$ cat src/sts_pkg.sv
// ----------------------------------------------------------------------------
// sts_pkg: shared types and constants of the scalar stress block
// widths of the tensor arithmetic, beat structs and the square-root cell data
// ----------------------------------------------------------------------------
package sts_pkg;

	localparam int GRAD_W   = 32;
	localparam int VISC_W   = 25;
	localparam int STRESS_W = 48;

	// scaled radicands after the viscosity multiply, one per output
	localparam int N_ROOTS  = 3;
	localparam int LANE_VM  = 0;
	localparam int LANE_INV = 1;
	localparam int LANE_DIF = 2;

	localparam int X_W     = 72;
	localparam int M2_W    = 2 * VISC_W;
	localparam int FULL_W  = X_W + M2_W;
	localparam int RAD_SH  = 32;
	localparam int RAD_W   = FULL_W - RAD_SH;
	localparam int ROOT_W  = RAD_W / 2;
	localparam int REM_W   = ROOT_W + 2;
	localparam int N_CELLS = ROOT_W;

	typedef struct packed {
		logic signed [GRAD_W-1:0] du_dx;
		logic signed [GRAD_W-1:0] du_dy;
		logic signed [GRAD_W-1:0] du_dz;
		logic signed [GRAD_W-1:0] dv_dx;
		logic signed [GRAD_W-1:0] dv_dy;
		logic signed [GRAD_W-1:0] dv_dz;
		logic signed [GRAD_W-1:0] dw_dx;
		logic signed [GRAD_W-1:0] dw_dy;
		logic signed [GRAD_W-1:0] dw_dz;
		logic [VISC_W-1:0]        viscosity;
	} sts_grad_t;

	typedef struct packed {
		logic [STRESS_W-1:0] von_mises_stress;
		logic [STRESS_W-1:0] invariant_root_stress;
		logic [STRESS_W-1:0] difference_norm_stress;
	} sts_stress_t;

	typedef struct packed {
		logic [RAD_W-1:0]  x;
		logic [REM_W-1:0]  rem;
		logic [ROOT_W-1:0] root;
	} sts_lane_t;

	typedef struct packed {
		sts_lane_t [N_ROOTS-1:0] lane;
	} sts_root_t;

endpackage

$ cat src/sts_root_cell.sv
// ----------------------------------------------------------------------------
// sts_root_cell: one digit step of the square-root chain
// takes two radicand bits per lane and settles one root bit, then registers
// ----------------------------------------------------------------------------
module sts_root_cell (
	input  logic             clk,
	input  logic             en,
	input  sts_pkg::sts_root_t prev,
	output sts_pkg::sts_root_t next
);
	import sts_pkg::*;

	sts_root_t next_q;
	sts_root_t step;
	logic [REM_W+1:0] rem_sh [N_ROOTS];
	logic [REM_W+1:0] trial  [N_ROOTS];

	always_comb begin
		for (int k = 0; k < N_ROOTS; k++) begin
			rem_sh[k] = {prev.lane[k].rem, prev.lane[k].x[RAD_W-1 -: 2]};
			trial[k]  = (REM_W+2)'({prev.lane[k].root, 2'b01});
			step.lane[k].x = {prev.lane[k].x[RAD_W-3:0], 2'b00};
			if (rem_sh[k] >= trial[k]) begin
				step.lane[k].rem  = REM_W'(rem_sh[k] - trial[k]);
				step.lane[k].root = {prev.lane[k].root[ROOT_W-2:0], 1'b1};
			end else begin
				step.lane[k].rem  = REM_W'(rem_sh[k]);
				step.lane[k].root = {prev.lane[k].root[ROOT_W-2:0], 1'b0};
			end
		end
	end

	always_ff @(posedge clk) begin
		if (en) begin
			next_q <= step;
		end
	end

	assign next = next_q;

endmodule
$ cat config.mk
export PLATFORM = sky130hd
export DESIGN_NAME = sts_root_cell
export DESIGN_NICKNAME = d
export VERILOG_FILES = /design/src/sts_pkg.sv /design/src/sts_root_cell.sv
export SDC_FILE = /design/constraint.sdc
export NUM_CORES = 1
export LEC_CHECK = 0
export BUFFER_PORTS_ARGS = -buffer_cell sky130_fd_sc_hd__buf_2
export CAP_MARGIN = 20
export CORE_AREA = 2 2 423 425
export CTS_CLUSTER_DIAMETER = 30
export CTS_CLUSTER_SIZE = 40
export DETAILED_ROUTE_END_ITERATION = 12
export DIE_AREA = 0 0 425 427
export SYNTH_ARGS = -nofsm -noshare
export SYNTH_HDL_FRONTEND = slang
export SYNTH_SLANG_ARGS = --single-unit
$ cat constraint.sdc
create_clock -name clk -period 4.3 [get_ports clk]
set_input_delay 0.43 -clock clk [delete_from_list [all_inputs] [get_ports clk]]
set_output_delay 0.43 -clock clk [all_outputs]
set_load 0.1 [all_outputs]
* Word level (Yosys, flattened, before mapping)
Index checks and enable logic that the tools add are counted.
** Storage, ports and cells
- Register bits :: 540
- Logic and storage cells :: 18
- Bits of input ports :: 548
- Output and inout bits :: 546
** Operators by class
- $lt $le $gt $ge :: 3
- Multiplexer cells :: 3
- Add/subtract/negate cells :: 3
** Operator list (number)
- 2-to-1 mux 92 bit :: 3
- greater-or-equal comparator 49 x 47 -> 1 bit :: 3
- subtractor 47 bit :: 3

* Longest topological paths before layout
- Depth in word-level cells :: 2
- Gate-level depth with buffers :: 16
- Depth with buffers taken out :: 13

* Least setup slack after synthesis
OpenSTA, ideal clock, no wires.
- Path type :: input to register
- From :: input port prev[17] (netlist bit)
- To :: register next_q, in the netlist next[74] (data pin)
- Buffers on the path :: 3
- Path slack :: 0.241 ns
- Arrival :: 3.798 ns
- Required time :: 4.040 ns
- Cell stages on the path :: 16
- Setup time :: 0.260 ns
- Path through :: inv_1 > ha_1 > buf_6 > a21o_1 > a31o_1 > a221o_1 > or3_1 > a21oi_2 > o21ai_2 > a2111oi_4 > o31ai_1 > a311oi_2 > o211ai_1 > buf_6 > buf_6 > mux2_4
** RTL lines
- start, declared :: line sts_root_cell.sv:8 : input sts_pkg::sts_root_t prev,
- end signal, assigned :: line sts_root_cell.sv:35 : next_q <= step;
- end, declared :: line sts_root_cell.sv:13 : sts_root_t next_q;

==> impl_results.html <==
<table>
<tr><th>Metric</th><th>Value</th></tr>
<tr><th colspan="2">Route</th></tr>
<tr><td>Routed wirelength normalized by instance count</td><td>25.2 µm</td></tr>
<tr><td>Detailed Route Iter0 Violations</td><td>1512</td></tr>
<tr><td>Routed via count divided by cell count</td><td>3.92</td></tr>
<tr><td>Post-detailed-routing wire length</td><td>160000 µm</td></tr>
<tr><td>Number of iterations in the first detailed-routing pass</td><td>7</td></tr>
<tr><td>Final antenna-violating net count</td><td>0</td></tr>
<tr><td>DRC viols</td><td>0</td></tr>
<tr><td>Via count</td><td>24900</td></tr>
<tr><th colspan="2">Floorplan</th></tr>
<tr><td># rows</td><td>155</td></tr>
<tr><td>Number of I/O pins</td><td>1094</td></tr>
<tr><td>Starting utilization of the core area</td><td>14.6%</td></tr>
<tr><td>Core area</td><td>0.177 mm²</td></tr>
<tr><td>Floorplan die area</td><td>0.181 mm²</td></tr>
<tr><td>Die Span X</td><td>425 µm</td></tr>
<tr><td>Die boundary height</td><td>427 µm</td></tr>
<tr><th colspan="2">Place</th></tr>
<tr><td>Weighted congestion reported at the end of routability-driven placement</td><td>0.931</td></tr>
<tr><td>Detail Placement HPWL</td><td>133000 µm</td></tr>
<tr><td># port buffers</td><td>1087</td></tr>
<tr><td>Area post-placement</td><td>0.0347 mm²</td></tr>
<tr><th colspan="2">CTS</th></tr>
<tr><td>Htree depth</td><td>4</td></tr>
<tr><td>Clock buffer count from CTS</td><td>165</td></tr>
<tr><td>Clock transition at path regs</td><td>0.04 ns</td></tr>
<tr><td>Clock Tree Buf Depth</td><td>3</td></tr>
<tr><td>Clock sink count</td><td>540</td></tr>
<tr><td>Cell at the root of the clock tree</td><td>clkbuf_16</td></tr>
<tr><td>Clock tree from TritonCTS</td><td>yes</td></tr>
<tr><th colspan="2">STA</th></tr>
<tr><td>Worst slew margin relative to its limit</td><td>37.8%</td></tr>
<tr><td>Pins Over Slew Limit</td><td>0</td></tr>
<tr><td>Unrepaired setup endpoints after global routing</td><td>yes</td></tr>
<tr><td>Post-route minimum period</td><td>4.15 ns</td></tr>
<tr><td>Count of final setup violators</td><td>0</td></tr>
<tr><td>Slew at the pin with the worst max-slew slack</td><td>0.933 ns</td></tr>
<tr><td>Fmax achieved</td><td>241 MHz</td></tr>
<tr><td>Final worst path period share</td><td>96.5%</td></tr>
<tr><td>Worst hold slack</td><td>0.0572 ns</td></tr>
<tr><td>Hold Fails Final Rpt</td><td>0</td></tr>
<tr><th colspan="2">Yosys</th></tr>
<tr><td>Sequential element share of the synthesized area</td><td>62.5%</td></tr>
<tr><td>Instance count of the mapped netlist</td><td>2039</td></tr>
<tr><td>Avg Synthesized Cell Area</td><td>12.7 µm²</td></tr>
<tr><td>Yosys warning total</td><td>0</td></tr>
<tr><td>Cell area after synthesis</td><td>0.0260 mm²</td></tr>
<tr><td>Fraction of registers with async set or reset after synthesis</td><td>0%</td></tr>
<tr><td>Leading post-synthesis cells by cell area</td><td>edfxtp_1, ha_1, a21oi_1</td></tr>
<tr><td>Most common library cells after synthesis</td><td>edfxtp_1, a21oi_1, inv_1</td></tr>
<tr><td>Library cell with the highest instance count after synthesis</td><td>edfxtp_1</td></tr>
<tr><td>Fraction of post-synthesis cell area in the top cell type by area</td><td>62.5%</td></tr>
<tr><td>Number of enable-type register cells in the synthesized netlist</td><td>540</td></tr>
<tr><td>Synth area leader</td><td>edfxtp_1</td></tr>
<tr><td>Post-synthesis register bit count</td><td>540</td></tr>
<tr><td>Number of distinct library cells after synthesis</td><td>68</td></tr>
<tr><td>Main synth FF type</td><td>edfxtp_1</td></tr>
<tr><th colspan="2">Flow run</th></tr>
<tr><td>Max-cap violations</td><td>0</td></tr>
<tr><th colspan="2">Cells and area</th></tr>
<tr><td>Ratio of cells with drive above 1 in the final layout</td><td>38.1%</td></tr>
<tr><td>Net total in the final layout</td><td>4488</td></tr>
<tr><td>Post-layout instance area</td><td>0.0456 mm²</td></tr>
<tr><td>Final core utilization</td><td>25.7%</td></tr>
<tr><td>Flip-flop count of the largest register, all copies and words added</td><td>540</td></tr>
<tr><td>Area grow syn2layout</td><td>75.7%</td></tr>
<tr><th colspan="2">Setup path</th></tr>
<tr><td>Most common cell on crit path</td><td>buf_4</td></tr>
<tr><td>Nature of the critical path startpoint</td><td>primary input</td></tr>
<tr><td>Nature of the critical path endpoint</td><td>flop</td></tr>
<tr><td>Critical path destination</td><td>next[56]</td></tr>
<tr><td>Cells along the critical path</td><td>dlygate4sd3_1, buf_2, inv_1, ha_1, buf_4, nand2_1, o21ai_0, a221o_1, or3_1, a21oi_2, o21ai_2, a2111oi_4, o31ai_1, a311oi_2, o211ai_1, buf_4, mux2_2</td></tr>
<tr><td>Top fanout value on the critical path</td><td>26</td></tr>
<tr><td>Max stage delay cell, worst path</td><td>dlygate4sd3_1</td></tr>
<tr><td>CP Class</td><td>primary input to flop</td></tr>
<tr><td>Worst path arrival time</td><td>4.65 ns</td></tr>
<tr><td>Worst setup path startpoint</td><td>prev[10]</td></tr>
<tr><td>Req. time, crit path</td><td>4.80 ns</td></tr>
<tr><td>Slowest stage delay, CP</td><td>0.53 ns</td></tr>
<tr><th colspan="2">Global routing</th></tr>
<tr><td>Congestion Overflow GR</td><td>0</td></tr>
<tr><td>First-pass GRT wire length</td><td>207000 µm</td></tr>
<tr><td>Number of antenna violations at the first check in global routing</td><td>102</td></tr>
<tr><td>Maximum number of pins on one net before global-route repair</td><td>87</td></tr>
<tr><td>Number of global-route vias before repair</td><td>25200</td></tr>
<tr><td>Tot GR Track Use</td><td>16.8%</td></tr>
<tr><th colspan="2">Power and ir drop</th></tr>
<tr><td>Total power density per cell area</td><td>581 mW/mm²</td></tr>
<tr><td>Static leakage</td><td>0.0197 µW</td></tr>
<tr><td>Post-layout total power</td><td>26500 µW</td></tr>
<tr><td>Max rail drop VDD</td><td>0.331 mV</td></tr>
<tr><th colspan="2">Outcome</th></tr>
<tr><td>Status</td><td>complete, no violations</td></tr>
<tr><th colspan="2">Worst hold path</th></tr>
<tr><td>Hold Path Class</td><td>primary input to flop</td></tr>
</table>
## report_power, final
part           switching [µW]  leakage [µW]  internal [µW]
registers                 201       0.00529           6480
clock network            4100       0.00272           8310
logic                    5810        0.0117           1590
## cell usage in the layout, fill, tap and decap left out, types with 16 or more instances in the layout
cell type / instances
a21o_1: 95
a21oi_1: 182
a31oi_1: 22
and3_1: 16
buf_2: 1086
buf_4: 58
bufinv_16: 20
clkbuf_1: 17
clkbuf_16: 165
clkinv_1: 23
clkinv_2: 22
clkinv_4: 20
clkinvlp_4: 23
diode_2: 54
dlygate4sd3_1: 501
edfxtp_1: 540
ha_1: 141
inv_1: 170
mux2_2: 42
mux2_4: 17
nand2_1: 138
nand3_1: 28
nand4_1: 29
nor2_1: 112
nor3_1: 29
o21a_1: 17
o21ai_0: 109
o21bai_1: 20
xnor2_1: 75
xor2_1: 55
## metrics by stage
stage | cells | setup WS, ns | setup TNS, ns
global placement | 5486 | -0.0668 | -1.72
detailed placement | 5486 | -0.0357 | -0.387
finish | 6352 | 0.151 | 0
global route | 6319 | -0.0130 | -0.0827
CTS | 6298 | 0.258 | 0
floorplan | 2044 | 0.241 | 0
## worst max-delay path, delay by kind of cell
kind | cells | cell delay (ns)
AO/OA/AOI/OAI | 8 | 1.86
buffers and inverters | 5 | 1.20
AND/OR/NAND/NOR | 2 | 0.44
adder cells (fa/ha/maj) | 1 | 0.34
multiplexers | 1 | 0.33
## kinds of logic (layout without fill, tap and decap cells)
logic type | after synthesis | after routing | synth area share (%)
xor+xnor | 130 | 130 | 4.39
other cells | 1 | 60 | 0.0144
buf+inv | 238 | 2137 | 3.69
compound gates | 522 | 522 | 12.5
simple gates | 406 | 406 | 7.21
fa+ha+maj | 141 | 141 | 6.80
mux | 61 | 61 | 2.88
flops | 540 | 540 | 62.5
## how the worst min path moves through the flow
stage / start / cells after the start / end
3_3_place_gp: prev[162] / 1 / next[164]
2_1_floorplan: prev[98] / 0 / next[100]
4_1_cts: prev[409] / 3 / next[411]
5_1_grt: prev[433] / 3 / next[435]
6_report: prev[257] / 3 / next[259]
3_5_place_dp: prev[163] / 1 / next[165]
## layer usage
layer	vias to the layer above	GRT usage (%)	wire [µm]
met1	12100	19.4	62100
met2	1130	28.4	77500
li1	11200	-	-
met4	62	6.94	6800
met5	-	0	398
met3	331	5.50	13300
## area by class of cell
| cell class | instances | area [µm²] |
|---|---|---|
| timing repair buffer | 1656 | 11100 |
| fill | 18800 | 132000 |
| clock inverter | 129 | 1570 |
| multi-input combinational | 1266 | 8810 |
| clock buffer | 182 | 4190 |
| inverter | 170 | 638 |
| antenna | 54 | 135 |
| sequential | 540 | 16200 |
| tap | 2355 | 2950 |
## timing repair
item                                   in CTS  in global routing
buffers inserted                            0                  0
endpoints found under the hold margin     501                  0
gates resized for setup                     0                  0
setup endpoints to repair                   0                 10
hold buffers                              501                  0
(Power assumes the default switching activity.)
